===== src/design/psfd_pkg.sv =====
// Shared types, constants and widths for the pressure sensor frame decoder.
package psfd_pkg;

    // Sensor status field, bits 7..6 of a frame start byte
    typedef enum logic [1:0] {
        SENS_NORMAL = 2'b00,
        SENS_CMD    = 2'b01,
        SENS_STALE  = 2'b10,
        SENS_DIAG   = 2'b11
    } sens_status_t;

    // Result status code
    typedef enum logic [1:0] {
        RES_VALID = 2'd0,
        RES_CMD   = 2'd1,
        RES_DIAG  = 2'd2
    } res_status_t;

    // Sequencer states
    typedef enum logic [3:0] {
        S_IDLE,
        S_PMUL,
        S_PSTART,
        S_PWAIT,
        S_TMUL,
        S_TOFF,
        S_TSTART,
        S_TWAIT,
        S_EMIT
    } state_t;

    // Divider steps
    typedef enum logic [1:0] {
        DIV_IDLE,
        DIV_RECIP,
        DIV_BACK,
        DIV_FIX
    } div_step_t;

    // Config register indexes
    localparam int unsigned REG_PMIN = 0;
    localparam int unsigned REG_PMAX = 1;

    localparam int CFG_W   = 24;
    localparam int APB_AW  = 3;
    localparam int APB_DW  = 32;

    // Divider widths: dividend covers |(raw - 1638) * (max - min)| < 2^38
    localparam int DVD_W   = 38;
    localparam int DVS_W   = 14;
    localparam int PROD_W  = DVD_W + 1;
    localparam int QUO_W   = 25;
    // remainder after the estimate stays below three divisors
    localparam int REM_W   = 16;
    // reciprocals are floor(2^DVD_W / divisor)
    localparam int RCP_W   = 28;
    localparam int DIV_AW  = 32;

    localparam int MUL_AW  = 15;
    localparam int MUL_BW  = 25;
    localparam int MUL_PW  = MUL_AW + MUL_BW;

    localparam logic signed [MUL_AW-1:0] OUT_CNT_MIN  = 15'sd1638;
    localparam logic [DVS_W-1:0]         OUT_CNT_SPAN = 14'd13107;
    localparam logic signed [MUL_BW-1:0] TEMP_GAIN    = 25'sd20000;
    localparam logic signed [PROD_W-1:0] TEMP_OFFSET  = 39'sd10235000;
    localparam logic [DVS_W-1:0]         TEMP_SPAN    = 14'd2047;

    localparam logic [RCP_W-1:0] PRESS_RECIP = 28'd20971840;
    localparam logic [RCP_W-1:0] TEMP_RECIP  = 28'd134283296;

    localparam logic signed [26:0] PRESS_SAT_MAX = 27'sd33554431;
    localparam logic signed [26:0] PRESS_SAT_MIN = -27'sd33554432;

    localparam logic signed [CFG_W-1:0] PMIN_RESET = 24'sd0;
    localparam logic signed [CFG_W-1:0] PMAX_RESET = 24'sd100000;

endpackage


===== src/design/psfd_if.sv =====
// Valid/ready channel interfaces for sensor bytes and decoded results.
interface psfd_byte_if;
    import psfd_pkg::*;

    logic       valid;
    logic       ready;
    logic [7:0] rx_byte;
    logic       frame_start;

    modport source (output valid, output rx_byte, output frame_start, input ready);
    modport sink   (input valid, input rx_byte, input frame_start, output ready);
endinterface

interface psfd_res_if;
    import psfd_pkg::*;

    logic               valid;
    logic               ready;
    res_status_t        status_code;
    logic [13:0]        raw_pressure;
    logic [10:0]        raw_temperature;
    logic signed [25:0] pressure;
    logic signed [14:0] temperature_centi;

    modport source (output valid, output status_code, output raw_pressure,
                    output raw_temperature, output pressure, output temperature_centi,
                    input ready);
    modport sink   (input valid, input status_code, input raw_pressure,
                    input raw_temperature, input pressure, input temperature_centi,
                    output ready);
endinterface


===== src/design/psfd_regs.sv =====
// APB register bank holding the configured pressure range.
module psfd_regs (
    input  logic                               clk,
    input  logic                               rst_n,
    input  logic                               psel,
    input  logic                               penable,
    input  logic                               pwrite,
    input  logic [psfd_pkg::APB_AW-1:0]        paddr,
    input  logic [psfd_pkg::APB_DW-1:0]        pwdata,
    output logic [psfd_pkg::APB_DW-1:0]        prdata,
    output logic                               pready,
    output logic signed [psfd_pkg::CFG_W-1:0]  pressure_min,
    output logic signed [psfd_pkg::CFG_W-1:0]  pressure_max
);
    import psfd_pkg::*;

    logic signed [CFG_W-1:0] pmin_reg, pmin_next;
    logic signed [CFG_W-1:0] pmax_reg, pmax_next;
    logic                    wr_en;
    logic                    reg_sel;

    // word select only, byte lanes ignored
    assign reg_sel = paddr[2];
    assign wr_en   = psel && penable && pwrite;
    assign pready  = 1'b1;

    always_comb
    begin
        pmin_next = pmin_reg;
        pmax_next = pmax_reg;
        if (wr_en)
        begin
            if (reg_sel == 1'(REG_PMAX))
                pmax_next = pwdata[CFG_W-1:0];
            else
                pmin_next = pwdata[CFG_W-1:0];
        end
    end

    always_ff @(posedge clk or negedge rst_n)
    begin
        if (!rst_n)
        begin
            pmin_reg <= PMIN_RESET;
            pmax_reg <= PMAX_RESET;
        end
        else
        begin
            pmin_reg <= pmin_next;
            pmax_reg <= pmax_next;
        end
    end

    assign prdata = (reg_sel == 1'(REG_PMAX))
                    ? {{(APB_DW-CFG_W){1'b0}}, pmax_reg}
                    : {{(APB_DW-CFG_W){1'b0}}, pmin_reg};

    assign pressure_min = pmin_reg;
    assign pressure_max = pmax_reg;

endmodule


===== src/design/psfd_div.sv =====
// Divider for the fixed spans: reciprocal estimate, back-multiply, remainder fix-up.
module psfd_div (
    input  logic                        clk,
    input  logic                        rst_n,
    input  logic                        start,
    input  logic [psfd_pkg::DVD_W-1:0]  dividend,
    input  logic [psfd_pkg::DVS_W-1:0]  divisor,
    input  logic [psfd_pkg::RCP_W-1:0]  recip,
    output logic                        done,
    output logic [psfd_pkg::QUO_W-1:0]  quotient
);
    import psfd_pkg::*;

    div_step_t               step_reg, step_next;
    logic                    done_reg, done_next;
    logic [DVD_W-1:0]        dvd_reg, dvd_next;
    logic [DVS_W-1:0]        dvs_reg, dvs_next;
    logic [RCP_W-1:0]        rcp_reg, rcp_next;
    logic [QUO_W-1:0]        quo_reg, quo_next;
    logic [REM_W-1:0]        rem_reg, rem_next;
    logic [DIV_AW-1:0]       mul_a;
    logic [RCP_W-1:0]        mul_b;
    logic [DIV_AW+RCP_W-1:0] mul_p;
    logic [DVD_W-1:0]        rem_full;
    logic [REM_W-1:0]        dvs_x1;
    logic [REM_W-1:0]        dvs_x2;

    assign mul_p    = mul_a * mul_b;
    assign rem_full = dvd_reg - mul_p[DVD_W-1:0];
    assign dvs_x1   = REM_W'(dvs_reg);
    assign dvs_x2   = REM_W'({dvs_reg, 1'b0});

    // Next step
    always_comb
    begin
        step_next = step_reg;
        unique case (step_reg)
            DIV_IDLE:
            begin
                if (start)
                    step_next = DIV_RECIP;
            end
            DIV_RECIP: step_next = DIV_BACK;
            DIV_BACK:  step_next = DIV_FIX;
            DIV_FIX:   step_next = DIV_IDLE;
            default:   step_next = DIV_IDLE;
        endcase
    end

    // Datapath
    always_comb
    begin
        done_next = 1'b0;
        dvd_next  = dvd_reg;
        dvs_next  = dvs_reg;
        rcp_next  = rcp_reg;
        quo_next  = quo_reg;
        rem_next  = rem_reg;
        mul_a     = '0;
        mul_b     = '0;
        unique case (step_reg)
            DIV_IDLE:
            begin
                if (start)
                begin
                    dvd_next = dividend;
                    dvs_next = divisor;
                    rcp_next = recip;
                end
            end
            DIV_RECIP:
            begin
                // top dividend bits times reciprocal; estimate is low by at most two
                mul_a    = dvd_reg[DVD_W-1 -: DIV_AW];
                mul_b    = rcp_reg;
                quo_next = mul_p[DIV_AW +: QUO_W];
            end
            DIV_BACK:
            begin
                mul_a    = DIV_AW'(quo_reg);
                mul_b    = RCP_W'(dvs_reg);
                rem_next = rem_full[REM_W-1:0];
            end
            DIV_FIX:
            begin
                done_next = 1'b1;
                if (rem_reg >= dvs_x2)
                    quo_next = quo_reg + QUO_W'(2);
                else if (rem_reg >= dvs_x1)
                    quo_next = quo_reg + QUO_W'(1);
            end
            default: ;
        endcase
    end

    always_ff @(posedge clk or negedge rst_n)
    begin
        if (!rst_n)
        begin
            step_reg <= DIV_IDLE;
            done_reg <= 1'b0;
        end
        else
        begin
            step_reg <= step_next;
            done_reg <= done_next;
        end
    end

    always_ff @(posedge clk)
    begin
        dvd_reg <= dvd_next;
        dvs_reg <= dvs_next;
        rcp_reg <= rcp_next;
        quo_reg <= quo_next;
        rem_reg <= rem_next;
    end

    assign done     = done_reg;
    assign quotient = quo_reg;

endmodule


===== src/design/pressure_sensor_frame_decode_scale.sv =====
// Top level: sensor frame decoder, scaling sequencer and result register.
//
//  channel   dir  request moved                        accepted when
//  sens_in   in   rx_byte, frame_start                 valid && ready
//  res_out   out  status, raw counts, pressure, temp   valid && ready
//  apb       in   pressure_min / pressure_max write    psel && penable && pwrite
//
// Flow: header and data bytes are taken one per cycle while the sequencer is
// idle. The fourth byte of a frame holds ready low through the multiply and
// divider start for each quantity, the reciprocal divider's steps for each
// (estimate, back-multiply, fix-up, done), the temperature offset and the
// result load. An error status byte is accepted, then its result is loaded.
// Reset: asynchronous, clears sequencer, frame tracking and result valid.
// Stalls: a waiting result does not block header or data bytes; a new result
// is held in the sequencer until the output register is free.
module pressure_sensor_frame_decode_scale (
    input  logic                        clk,
    input  logic                        rst_n,
    psfd_byte_if.sink                   sens_in,
    psfd_res_if.source                  res_out,
    input  logic                        psel,
    input  logic                        penable,
    input  logic                        pwrite,
    input  logic [psfd_pkg::APB_AW-1:0] paddr,
    input  logic [psfd_pkg::APB_DW-1:0] pwdata,
    output logic [psfd_pkg::APB_DW-1:0] prdata,
    output logic                        pready
);
    import psfd_pkg::*;

    // Config
    logic signed [CFG_W-1:0] pressure_min;
    logic signed [CFG_W-1:0] pressure_max;

    // Sequencer
    state_t state_reg, state_next;

    // Frame tracking
    logic        frame_active_reg, frame_active_next;
    logic [1:0]  byte_pos_reg, byte_pos_next;
    logic [13:0] p_accum_reg, p_accum_next;
    logic [7:0]  t_high_reg, t_high_next;

    // Working registers
    logic [13:0]              raw_p_reg, raw_p_next;
    logic [10:0]              raw_t_reg, raw_t_next;
    logic                     err_reg, err_next;
    res_status_t              err_code_reg, err_code_next;
    logic signed [PROD_W-1:0] prod_reg, prod_next;
    logic                     neg_reg, neg_next;
    logic signed [25:0]       press_reg, press_next;
    logic signed [14:0]       temp_reg, temp_next;

    // Output register
    logic               out_valid_reg, out_valid_next;
    res_status_t        out_status_reg, out_status_next;
    logic [13:0]        out_raw_p_reg, out_raw_p_next;
    logic [10:0]        out_raw_t_reg, out_raw_t_next;
    logic signed [25:0] out_press_reg, out_press_next;
    logic signed [14:0] out_temp_reg, out_temp_next;

    // Shared multiplier
    logic signed [MUL_AW-1:0] mul_a;
    logic signed [MUL_BW-1:0] mul_b;
    logic signed [MUL_PW-1:0] mul_p;

    // Shared divider
    logic             div_start;
    logic [DVD_W-1:0] div_dividend;
    logic [DVS_W-1:0] div_divisor;
    logic [RCP_W-1:0] div_recip;
    logic             div_done;
    logic [QUO_W-1:0] div_quo;

    logic                     in_acc;
    logic                     slot_free;
    sens_status_t             sens_st;
    logic signed [PROD_W-1:0] prod_neg;
    logic signed [25:0]       pq;
    logic signed [26:0]       p_sum;
    logic signed [14:0]       tq;

    psfd_regs u_regs (
        .clk          (clk),
        .rst_n        (rst_n),
        .psel         (psel),
        .penable      (penable),
        .pwrite       (pwrite),
        .paddr        (paddr),
        .pwdata       (pwdata),
        .prdata       (prdata),
        .pready       (pready),
        .pressure_min (pressure_min),
        .pressure_max (pressure_max)
    );

    psfd_div u_div (
        .clk      (clk),
        .rst_n    (rst_n),
        .start    (div_start),
        .dividend (div_dividend),
        .divisor  (div_divisor),
        .recip    (div_recip),
        .done     (div_done),
        .quotient (div_quo)
    );

    assign sens_in.ready = (state_reg == S_IDLE);
    assign in_acc        = sens_in.valid && sens_in.ready;
    assign slot_free     = !out_valid_reg || res_out.ready;
    assign sens_st       = sens_status_t'(sens_in.rx_byte[7:6]);

    assign mul_p = mul_a * mul_b;

    // Divide magnitudes, then restore sign: truncation toward zero
    assign prod_neg     = -prod_reg;
    assign div_dividend = prod_reg[PROD_W-1] ? prod_neg[DVD_W-1:0] : prod_reg[DVD_W-1:0];

    assign pq    = neg_reg ? -$signed({1'b0, div_quo}) : $signed({1'b0, div_quo});
    assign p_sum = 27'(pq) + 27'(pressure_min);
    assign tq    = neg_reg ? -$signed({1'b0, div_quo[13:0]}) : $signed({1'b0, div_quo[13:0]});

    // Next state
    always_comb
    begin
        state_next = state_reg;
        unique case (state_reg)
            S_IDLE:
            begin
                if (in_acc)
                begin
                    if (sens_in.frame_start)
                    begin
                        if (sens_st == SENS_CMD || sens_st == SENS_DIAG)
                            state_next = S_EMIT;
                    end
                    else if (frame_active_reg && byte_pos_reg == 2'd3)
                        state_next = S_PMUL;
                end
            end
            S_PMUL:   state_next = S_PSTART;
            S_PSTART: state_next = S_PWAIT;
            S_PWAIT:
            begin
                if (div_done)
                    state_next = S_TMUL;
            end
            S_TMUL:   state_next = S_TOFF;
            S_TOFF:   state_next = S_TSTART;
            S_TSTART: state_next = S_TWAIT;
            S_TWAIT:
            begin
                if (div_done)
                    state_next = S_EMIT;
            end
            S_EMIT:
            begin
                if (slot_free)
                    state_next = S_IDLE;
            end
            default:  state_next = S_IDLE;
        endcase
    end

    // Datapath and outputs
    always_comb
    begin
        frame_active_next = frame_active_reg;
        byte_pos_next     = byte_pos_reg;
        p_accum_next      = p_accum_reg;
        t_high_next       = t_high_reg;
        raw_p_next        = raw_p_reg;
        raw_t_next        = raw_t_reg;
        err_next          = err_reg;
        err_code_next     = err_code_reg;
        prod_next         = prod_reg;
        neg_next          = neg_reg;
        press_next        = press_reg;
        temp_next         = temp_reg;
        out_valid_next    = out_valid_reg && !res_out.ready;
        out_status_next   = out_status_reg;
        out_raw_p_next    = out_raw_p_reg;
        out_raw_t_next    = out_raw_t_reg;
        out_press_next    = out_press_reg;
        out_temp_next     = out_temp_reg;
        mul_a             = '0;
        mul_b             = '0;
        div_start         = 1'b0;
        div_divisor       = TEMP_SPAN;
        div_recip         = TEMP_RECIP;

        unique case (state_reg)
            S_IDLE:
            begin
                if (in_acc)
                begin
                    if (sens_in.frame_start)
                    begin
                        // any frame in progress is dropped
                        frame_active_next = 1'b0;
                        byte_pos_next     = 2'd0;
                        unique case (sens_st)
                            SENS_NORMAL:
                            begin
                                p_accum_next      = {sens_in.rx_byte[5:0], 8'h00};
                                byte_pos_next     = 2'd1;
                                frame_active_next = 1'b1;
                            end
                            SENS_CMD:
                            begin
                                err_next      = 1'b1;
                                err_code_next = RES_CMD;
                            end
                            SENS_DIAG:
                            begin
                                err_next      = 1'b1;
                                err_code_next = RES_DIAG;
                            end
                            SENS_STALE: ;
                            default: ;
                        endcase
                    end
                    else if (frame_active_reg)
                    begin
                        unique case (byte_pos_reg)
                            2'd1:
                            begin
                                p_accum_next  = {p_accum_reg[13:8], sens_in.rx_byte};
                                byte_pos_next = 2'd2;
                            end
                            2'd2:
                            begin
                                t_high_next   = sens_in.rx_byte;
                                byte_pos_next = 2'd3;
                            end
                            2'd3:
                            begin
                                raw_p_next        = p_accum_reg;
                                raw_t_next        = {t_high_reg, sens_in.rx_byte[7:5]};
                                err_next          = 1'b0;
                                frame_active_next = 1'b0;
                                byte_pos_next     = 2'd0;
                            end
                            default: ;
                        endcase
                    end
                end
            end
            S_PMUL:
            begin
                mul_a     = $signed({1'b0, raw_p_reg}) - OUT_CNT_MIN;
                mul_b     = MUL_BW'(pressure_max) - MUL_BW'(pressure_min);
                prod_next = mul_p[PROD_W-1:0];
            end
            S_PSTART:
            begin
                div_start   = 1'b1;
                div_divisor = OUT_CNT_SPAN;
                div_recip   = PRESS_RECIP;
                neg_next    = prod_reg[PROD_W-1];
            end
            S_PWAIT:
            begin
                if (div_done)
                begin
                    if (p_sum > PRESS_SAT_MAX)
                        press_next = PRESS_SAT_MAX[25:0];
                    else if (p_sum < PRESS_SAT_MIN)
                        press_next = PRESS_SAT_MIN[25:0];
                    else
                        press_next = p_sum[25:0];
                end
            end
            S_TMUL:
            begin
                mul_a     = $signed({4'b0000, raw_t_reg});
                mul_b     = TEMP_GAIN;
                prod_next = mul_p[PROD_W-1:0];
            end
            S_TOFF:
            begin
                prod_next = prod_reg - TEMP_OFFSET;
            end
            S_TSTART:
            begin
                div_start   = 1'b1;
                div_divisor = TEMP_SPAN;
                div_recip   = TEMP_RECIP;
                neg_next    = prod_reg[PROD_W-1];
            end
            S_TWAIT:
            begin
                if (div_done)
                    temp_next = tq;
            end
            S_EMIT:
            begin
                if (slot_free)
                begin
                    out_valid_next  = 1'b1;
                    out_status_next = err_reg ? err_code_reg : RES_VALID;
                    out_raw_p_next  = err_reg ? '0 : raw_p_reg;
                    out_raw_t_next  = err_reg ? '0 : raw_t_reg;
                    out_press_next  = err_reg ? '0 : press_reg;
                    out_temp_next   = err_reg ? '0 : temp_reg;
                end
            end
            default: ;
        endcase
    end

    always_ff @(posedge clk or negedge rst_n)
    begin
        if (!rst_n)
        begin
            state_reg        <= S_IDLE;
            frame_active_reg <= 1'b0;
            byte_pos_reg     <= 2'd0;
            err_reg          <= 1'b0;
            out_valid_reg    <= 1'b0;
        end
        else
        begin
            state_reg        <= state_next;
            frame_active_reg <= frame_active_next;
            byte_pos_reg     <= byte_pos_next;
            err_reg          <= err_next;
            out_valid_reg    <= out_valid_next;
        end
    end

    always_ff @(posedge clk)
    begin
        p_accum_reg    <= p_accum_next;
        t_high_reg     <= t_high_next;
        raw_p_reg      <= raw_p_next;
        raw_t_reg      <= raw_t_next;
        err_code_reg   <= err_code_next;
        prod_reg       <= prod_next;
        neg_reg        <= neg_next;
        press_reg      <= press_next;
        temp_reg       <= temp_next;
        out_status_reg <= out_status_next;
        out_raw_p_reg  <= out_raw_p_next;
        out_raw_t_reg  <= out_raw_t_next;
        out_press_reg  <= out_press_next;
        out_temp_reg   <= out_temp_next;
    end

    assign res_out.valid             = out_valid_reg;
    assign res_out.status_code       = out_status_reg;
    assign res_out.raw_pressure      = out_raw_p_reg;
    assign res_out.raw_temperature   = out_raw_t_reg;
    assign res_out.pressure          = out_press_reg;
    assign res_out.temperature_centi = out_temp_reg;

    // divider only finishes while the sequencer is waiting on it
    a_div_done_in_wait: assert property (@(posedge clk) disable iff (!rst_n)
        div_done |-> (state_reg == S_PWAIT || state_reg == S_TWAIT))
        else $error("divider done outside a wait state");

    // a result leaving the sequencer lands in the output register
    a_emit_loads: assert property (@(posedge clk) disable iff (!rst_n)
        (state_reg == S_EMIT && slot_free) |=> (out_valid_reg && state_reg == S_IDLE))
        else $error("result not loaded on emit");

    // a valid reading always lies within the sensor temperature span
    a_temp_span: assert property (@(posedge clk) disable iff (!rst_n)
        (out_valid_reg && out_status_reg == RES_VALID)
        |-> (out_temp_reg >= -15'sd5000 && out_temp_reg <= 15'sd15000))
        else $error("temperature result out of span");

    // no input is taken while a frame is being scaled
    a_busy_no_accept: assert property (@(posedge clk) disable iff (!rst_n)
        (state_reg == S_PWAIT || state_reg == S_TWAIT) |-> !sens_in.ready)
        else $error("input ready during scaling");

endmodule


===== src/flat_wrapper.sv =====
// flat-port wrapper written by rule: the top's interface ports become plain ports
module pressure_sensor_frame_decode_scale_flat import psfd_pkg::*;
  (clk, rst_n, psel, penable, pwrite, paddr, pwdata, prdata, pready, sens_in_valid, sens_in_rx_byte, sens_in_frame_start, sens_in_ready, res_out_valid, res_out_status_code, res_out_raw_pressure, res_out_raw_temperature, res_out_pressure, res_out_temperature_centi, res_out_ready);
  psfd_byte_if sens_in_i ();
  psfd_res_if res_out_i ();
  input  logic clk;
  input  logic rst_n;
  input  logic psel;
  input  logic penable;
  input  logic pwrite;
  input  logic [psfd_pkg::APB_AW-1:0] paddr;
  input  logic [psfd_pkg::APB_DW-1:0] pwdata;
  output logic [psfd_pkg::APB_DW-1:0] prdata;
  output logic pready;
  input wire logic [$bits(sens_in_i.valid)-1:0] sens_in_valid;
  input wire logic [$bits(sens_in_i.rx_byte)-1:0] sens_in_rx_byte;
  input wire logic [$bits(sens_in_i.frame_start)-1:0] sens_in_frame_start;
  output wire logic [$bits(sens_in_i.ready)-1:0] sens_in_ready;
  output wire logic [$bits(res_out_i.valid)-1:0] res_out_valid;
  output wire logic [$bits(res_out_i.status_code)-1:0] res_out_status_code;
  output wire logic [$bits(res_out_i.raw_pressure)-1:0] res_out_raw_pressure;
  output wire logic [$bits(res_out_i.raw_temperature)-1:0] res_out_raw_temperature;
  output wire logic [$bits(res_out_i.pressure)-1:0] res_out_pressure;
  output wire logic [$bits(res_out_i.temperature_centi)-1:0] res_out_temperature_centi;
  input wire logic [$bits(res_out_i.ready)-1:0] res_out_ready;
  assign sens_in_i.valid = sens_in_valid;
  assign sens_in_i.rx_byte = sens_in_rx_byte;
  assign sens_in_i.frame_start = sens_in_frame_start;
  assign sens_in_ready = sens_in_i.ready;
  assign res_out_valid = res_out_i.valid;
  assign res_out_status_code = res_out_i.status_code;
  assign res_out_raw_pressure = res_out_i.raw_pressure;
  assign res_out_raw_temperature = res_out_i.raw_temperature;
  assign res_out_pressure = res_out_i.pressure;
  assign res_out_temperature_centi = res_out_i.temperature_centi;
  assign res_out_i.ready = res_out_ready;
  pressure_sensor_frame_decode_scale u_core (.clk(clk), .rst_n(rst_n), .sens_in(sens_in_i), .res_out(res_out_i), .psel(psel), .penable(penable), .pwrite(pwrite), .paddr(paddr), .pwdata(pwdata), .prdata(prdata), .pready(pready));
endmodule

===== config.mk =====
export PLATFORM = sky130hd
export DESIGN_NAME = pressure_sensor_frame_decode_scale_flat
export DESIGN_NICKNAME = d
export VERILOG_FILES = /design/src/design/psfd_pkg.sv /design/src/design/psfd_if.sv /design/src/design/psfd_regs.sv /design/src/design/psfd_div.sv /design/src/design/pressure_sensor_frame_decode_scale.sv /design/src/flat_wrapper.sv
export SDC_FILE = /design/constraint.sdc
export NUM_CORES = 2
export LEC_CHECK = 0
export BUFFER_PORTS_ARGS = -buffer_cell sky130_fd_sc_hd__buf_2
export CAP_MARGIN = 20
export CORE_MARGIN = 5
export CORE_UTILIZATION = 55
export CTS_CLUSTER_DIAMETER = 60
export DETAILED_ROUTE_END_ITERATION = 8
export PLACE_DENSITY = 0.79
export SYNTH_ARGS = -nofsm -noshare
export SYNTH_HDL_FRONTEND = slang
export SYNTH_SLANG_ARGS = --single-unit

===== constraint.sdc =====
create_clock -name clk -period 19.8 [get_ports clk]
set_input_delay 0.99 -clock clk [delete_from_list [all_inputs] [get_ports clk]]
set_output_delay 0.99 -clock clk [all_outputs]
set_load 0.1 [all_outputs]

### After elaboration in Yosys (flattened, before gate mapping)

Index checks and enable logic that the tools add are counted.

* register bits after elaboration: 379
* latch bits: 0
* memory bits (writable): 0
* bits in read-only memories: 0
* output and inout bits: 103
* memories kept: 0

* add/subtract/negate cells: 10
* multipliers: 2
* div/mod/pow operators: 0
* order comparisons: 4
* eq/ne operators: 26
* shifts and indexed selects: 0
* mux-type cells: 46
* bitwise logic cells: 2
* reduce and logical (&&, ||, !) cells: 38

Operators with widths (number)
* 25-bit case mux with 2 select lines: 2
* 39-bit case mux with 2 select lines: 1
* 14-bit 2-to-1 mux: 5
* 32-bit case mux with 2 select lines: 1
* 32-bit by 28-bit multiplier with 57-bit output: 1
* 28-bit case mux with 2 select lines: 1
* 26-bit 2-to-1 mux: 2
* 25-bit 2-to-1 mux: 2
* 15-bit by 25-bit multiplier with 39-bit output: 1
* 39-bit by 25-bit subtractor with 39-bit output (second input constant): 1
* 38-bit 2-to-1 mux: 1
* 38-bit negation: 1
* 4-bit case mux with 9 select lines: 1
* 15-bit case mux with 2 select lines: 1
* 28-bit 2-to-1 mux: 1
* 4-bit 2-to-1 mux: 7
* 26-bit by 24-bit adder with 27-bit output: 1
* 27-bit by 26-bit > comparator with 1-bit output (second input constant): 1
* 27-bit by 26-bit less-than comparator with 1-bit output (second input constant): 1
* 25-bit negation with 26-bit output: 1
* 25-bit by 1-bit adder with 25-bit output (second input constant): 1
* 25-bit by 2-bit adder with 25-bit output (second input constant): 1
* 24-bit by 24-bit subtractor with 25-bit output: 1
* 24-bit 2-to-1 mux: 1
* other kinds (33): 91

### Longest topological paths before layout

* depth after elaboration: 6
* mapped depth: 37
* mapped depth without buffers: 36

### By module

A second synthesis with hierarchy kept.

* cells, all modules: 6600
* area, all modules: 61581.6 µm²

Modules (own cells, without submodules)
* psfd_div: times used 1, cells an instance 3786, area an instance 34082.7 µm², sequential area each 3708.6 µm²
* pressure_sensor_frame_decode_scale: times used 1, cells an instance 2674, area an instance 25217.9 µm², sequential area each 6170.9 µm²
* psfd_regs: times used 1, cells an instance 140, area an instance 2280.9 µm², sequential area each 1208.7 µm²

### Worst setup path after synthesis

No wires, ideal clock.

* kind: register to register
* start point: register u_core.u_regs.pmax_reg[0], in the netlist u_core.u_regs.pressure_max[0]
* end point: register u_core.prod_reg[38], data pin
* setup time: 0.270 ns
* arrival time: 8.656 ns
* path slack: 10.874 ns
* cell stages (with the launch flop): 35
* buffers on the path: 0
* period minus slack after synthesis: 8.926 ns
* cells stage by stage: dfrtp_1 inv_1 ha_1 inv_1 fa_1 a211oi_1 o21bai_1 o221a_2 a31oi_1 o31a_1 a31oi_1 a21oi_1 o21bai_1 a21oi_1 xnor2_1 nand2_1 fa_1 fa_1 inv_1 fa_1 fa_1 fa_1 inv_1 fa_1 inv_1 ha_1 and3_1 a31oi_1 or4b_2 a21o_1 o31a_1 a31oi_1 o21ai_0 xnor2_1 a21oi_1

* word-level cells in the longest chain between the ends: 4

RTL lines
* from (decl): RTL line psfd_regs.sv:18 `logic signed [CFG_W-1:0] pmax_reg, pmax_next;`
* from (signal assigned): RTL line psfd_regs.sv:50 `pmax_reg <= pmax_next;`
* 24-bit by 24-bit subtractor with 25-bit output: RTL line pressure_sensor_frame_decode_scale.sv:252 `mul_b = MUL_BW'(pressure_max) - MUL_BW'(pressure_min);`
* 25-bit case mux with 2 select lines: RTL line pressure_sensor_frame_decode_scale.sv:192 `unique case (state_reg)`
* 15-bit by 25-bit multiplier with 39-bit output: RTL line pressure_sensor_frame_decode_scale.sv:113 `assign mul_p = mul_a * mul_b;`
* 39-bit case mux with 2 select lines: RTL line pressure_sensor_frame_decode_scale.sv:192
* named net u_core.prod_next[38]: RTL line pressure_sensor_frame_decode_scale.sv:49 `logic signed [PROD_W-1:0] prod_reg, prod_next;`
* to (signal assigned): RTL line pressure_sensor_frame_decode_scale.sv:339 `prod_reg <= prod_next;`
* to (decl): RTL line pressure_sensor_frame_decode_scale.sv:49

The timed path passes the listed nets, and every way through them passes these cells.
A chain may end at the register's enable or synchronous reset.

### Worst setup path after layout

* start point: register u_core.u_regs.pmin_reg[0], in the netlist u_core.u_regs.pressure_min[0]
* end point: register u_core.prod_reg[38], data pin

* word-level cells in the longest chain between the ends: 4

RTL lines
* from (decl): RTL line psfd_regs.sv:17 `logic signed [CFG_W-1:0] pmin_reg, pmin_next;`
* from (signal assigned): RTL line psfd_regs.sv:49 `pmin_reg <= pmin_next;`
* 24-bit by 24-bit subtractor with 25-bit output: RTL line pressure_sensor_frame_decode_scale.sv:252
* 25-bit case mux with 2 select lines: RTL line pressure_sensor_frame_decode_scale.sv:192
* 15-bit by 25-bit multiplier with 39-bit output: RTL line pressure_sensor_frame_decode_scale.sv:113
* 39-bit case mux with 2 select lines: RTL line pressure_sensor_frame_decode_scale.sv:192
* named net u_core.prod_next[38]: RTL line pressure_sensor_frame_decode_scale.sv:49

The timed path passes the listed nets, and every way through them passes these cells.

==> results.sh <==
export IMPL_track_usage_pct=27.6
export IMPL_wirelength_mm=133
export IMPL_start_util_pct=55.2
export IMPL_synth_top_family_by_area="adder cells"
export IMPL_syn_cell_area_sq_um=50400
export IMPL_cts_root_buffer="clkbuf_16"
export IMPL_r2r_slack_ps=9070
export IMPL_numCtsBuffers=37
export IMPL_clock_latency_ps=570
export IMPL_core_sq_um=91400
export IMPL_critPathLaunch="u_core.u_regs.pressure_min[0]"
export IMPL_rsz0062_at_grt="false"
export IMPL_fin_skew_ps=23.8
export IMPL_period_minus_slack_ps=10730
export IMPL_layout_setup_ws_ps=9070
export IMPL_tightest_slew_ps=1180
export IMPL_yosys_register_bits=339
export IMPL_place_area_sq_um=52200
export IMPL_max_cap_violations=0
export IMPL_hold_class="reg2reg"
export IMPL_synth_simple_gate_area_share_pct=12.0
export IMPL_power_density_nw_per_um2=121
export IMPL_min_from="u_core.p_accum_reg[9]"
export IMPL_detail_route_antenna_nets=0
export IMPL_cpMostUsedCell="fa_1"
export IMPL_clk_pin_slew_ps=70
export IMPL_crit_type="reg2reg"
export IMPL_hold_violations=0
export IMPL_fin_crit_sh_pct=54.2
export IMPL_grt_pass1_vias=39600
export IMPL_arrival_ps=11000
export IMPL_grt_max_degree=71
export IMPL_grt_overflow_total=0
export IMPL_finalMaxSlewViolations=0
export IMPL_cts_setup_buffers=0
export IMPL_antenna_found_initial=0
export IMPL_ctsResizeCount=0
export IMPL_avgSynthCellArea_sq_um=9.52
export IMPL_fmax_mhz=93.2
export IMPL_grt_pass1_wl_mm=214
export IMPL_gp_congestion=0.991
export IMPL_crit_slowest_cell="or4b_2"
export IMPL_place_hpwl_mm=111
export IMPL_synth_cell_types=77
export IMPL_setup_violations=0
export IMPL_finish_instance_area_sq_um=53400
export IMPL_portBuffers=134
export IMPL_vias=37300
export IMPL_ir_drop_uv=80.0
export IMPL_dieArea_sq_um=97900
export IMPL_cp_max_fo=7
export IMPL_r2r_start="u_core.u_regs.pressure_min[0]"
export IMPL_firstDrtPassIters=6
export IMPL_rows=111
export IMPL_htree_levels=2
export IMPL_ios=154
export IMPL_fill_cells=7733
export IMPL_seq_area_frac_synth_pct=19.6
export IMPL_synth_fa_ha_area_share_pct=44.4
export IMPL_synth_warnings=0
export IMPL_first_iter_violations=3173
export IMPL_clockBufferDepth=3
export IMPL_area_growth_pct=5.92
export IMPL_cp_slowest_stage_delay_ps=680
export IMPL_cts_hold_fix_buffers=0
export IMPL_largest_reg_flops=39
export IMPL_status="completed"
export IMPL_slew_limit_headroom_pct=21.1
export IMPL_drt_vias_per_instance=5.69
export IMPL_pre_cts_slack_ps=9330
export IMPL_post_drt_wl_per_cell_um=20.4
export IMPL_leakage_uw=0.0277
export IMPL_yosys_mux_area_fraction_pct=1.21
export IMPL_synth_compound_area_share_pct=8.32
export IMPL_die_height_um=313
export IMPL_synthXorXnorAreaFrac_pct=4.43
export IMPL_critPathRequiredTime_ps=20080
export IMPL_netlist_instances=5298
export IMPL_cts_tree="built"
export IMPL_die_x_um=313
export IMPL_start_kind="flip-flop"
export IMPL_finalSetupTns_ps=0
export IMPL_synth_edff_count=279
export IMPL_cts_sinks=339
export IMPL_synthFlopType="edfxtp_1"
export IMPL_num_nets_final=6709
export IMPL_async_flop_share_pct=17.7
export IMPL_drc=0
export IMPL_endpoint_kind="flip-flop"
export IMPL_drive_above_1_share_pct=6.21
layout make-up:
class | instances | area (sq um) | share of cell area, %
repair buffers | 169 | 931 | 1.74
flip-flops and latches | 339 | 9890 | 18.5
well taps | 1186 | 1480 | 2.78
inverters | 1150 | 4320 | 8.08
diodes | 1 | 2.50 | 0.00468
clock buffers | 44 | 962 | 1.80
clock inverters | 23 | 226 | 0.424
multi-input cells | 3637 | 35600 | 66.7
metrics by stage:
step | power (uW) | util (%) | cells | hold WS, ps
floorplan | 4470 | - | 5305 | 400
global placement | 5600 | 57.2 | 6480 | 400
detailed placement | 5730 | 57.2 | 6481 | 405
CTS | 6450 | 58.5 | 6548 | 417
global route | 7060 | 58.5 | 6548 | 429
finish | 6490 | 58.5 | 6549 | 417
synthesized netlist by cell type, types with 29 or more instances:
library cell,count,area share (%)
clkbuf_1,157,1.2
ha_1,546,14
o21ai_0,183,1.8
xnor2_1,174,3.0
dfrtp_1,54,2.7
a21o_1,71,1.1
xor2_1,81,1.4
and3_1,35,0.43
fa_1,778,31
mux2_2,49,1.1
nand2b_1,42,0.52
and2_1,60,0.74
a21oi_1,160,1.6
nand2_1,528,3.9
inv_1,1150,8.6
nor3_1,29,0.29
edfxtp_1,279,17
nor2_1,376,2.8
nor2b_1,99,1.2
nand3_1,62,0.62
cells by family after synthesis:
| kind of cell | count (synthesis) |
|---|---|
| DFF | 339 |
| other | 2 |
| buffers and inverters | 1329 |
| adders and majority gates | 1325 |
| AOI/OAI and AO/OA | 658 |
| muxes | 55 |
| xor gates and xnor gates | 255 |
| and+or+nand+nor | 1335 |
worst max-delay path, delay by kind of cell (launching register included):
family                   cells  cell delay, ps
flip-flops                   1             430
AO/OA/AOI/OAI               15            3710
XOR/XNOR                     2             870
AND/OR/NAND/NOR              3            1080
buffers and inverters        4             240
adder cells (fa/ha/maj)      9            4110
power breakdown:
group	switching [uW]	total, uW	leakage [uW]	internal, uW
logic	2860	4440	0.0239	1580
clock network	299	692	0.000575	392
registers	256	1360	0.00327	1100
final timing paths:
check,endpoint,cells past startpoint
hold reg to reg,u_core.raw_p_reg[9],0
hold / removal,u_core.raw_p_reg[9],0
setup reg to reg,u_core.prod_reg[38],33
setup / recovery,u_core.prod_reg[38],33
max in group asynchronous,u_core.err_reg,2
min in group asynchronous,u_core.u_regs.pressure_max[8],2
layout by cell type (no fill, tap or decap), drive strengths merged, types with 35 or more instances in the layout:
cell type  Yosys  final
nand2b        42     42
inv         1150   1156
and2          60     60
buf           22    169
ha           546    546
nor2b         99     99
nor2         377    377
o21ai        186    186
xor2          81     81
and3          35     35
edfxtp       279    279
mux2          49     49
clkbuf       157     44
dfrtp         54     54
nand2        528    528
a21oi        160    160
fa           778    778
a21o          71     71
nand3         62     62
xnor2        174    174
layer usage:
metal	part of all wire (%)	wire length (um)	GRT usage, %	vias to the layer above
met5	0	0	0	-
met4	5.2	6950	11.9	0
met3	7.8	10400	4.06	407
met2	48	63700	46.6	1526
met1	39	52500	35.8	18600
li1	-	-	-	16800
No activity file was read; power rests on OpenSTA's default activity.
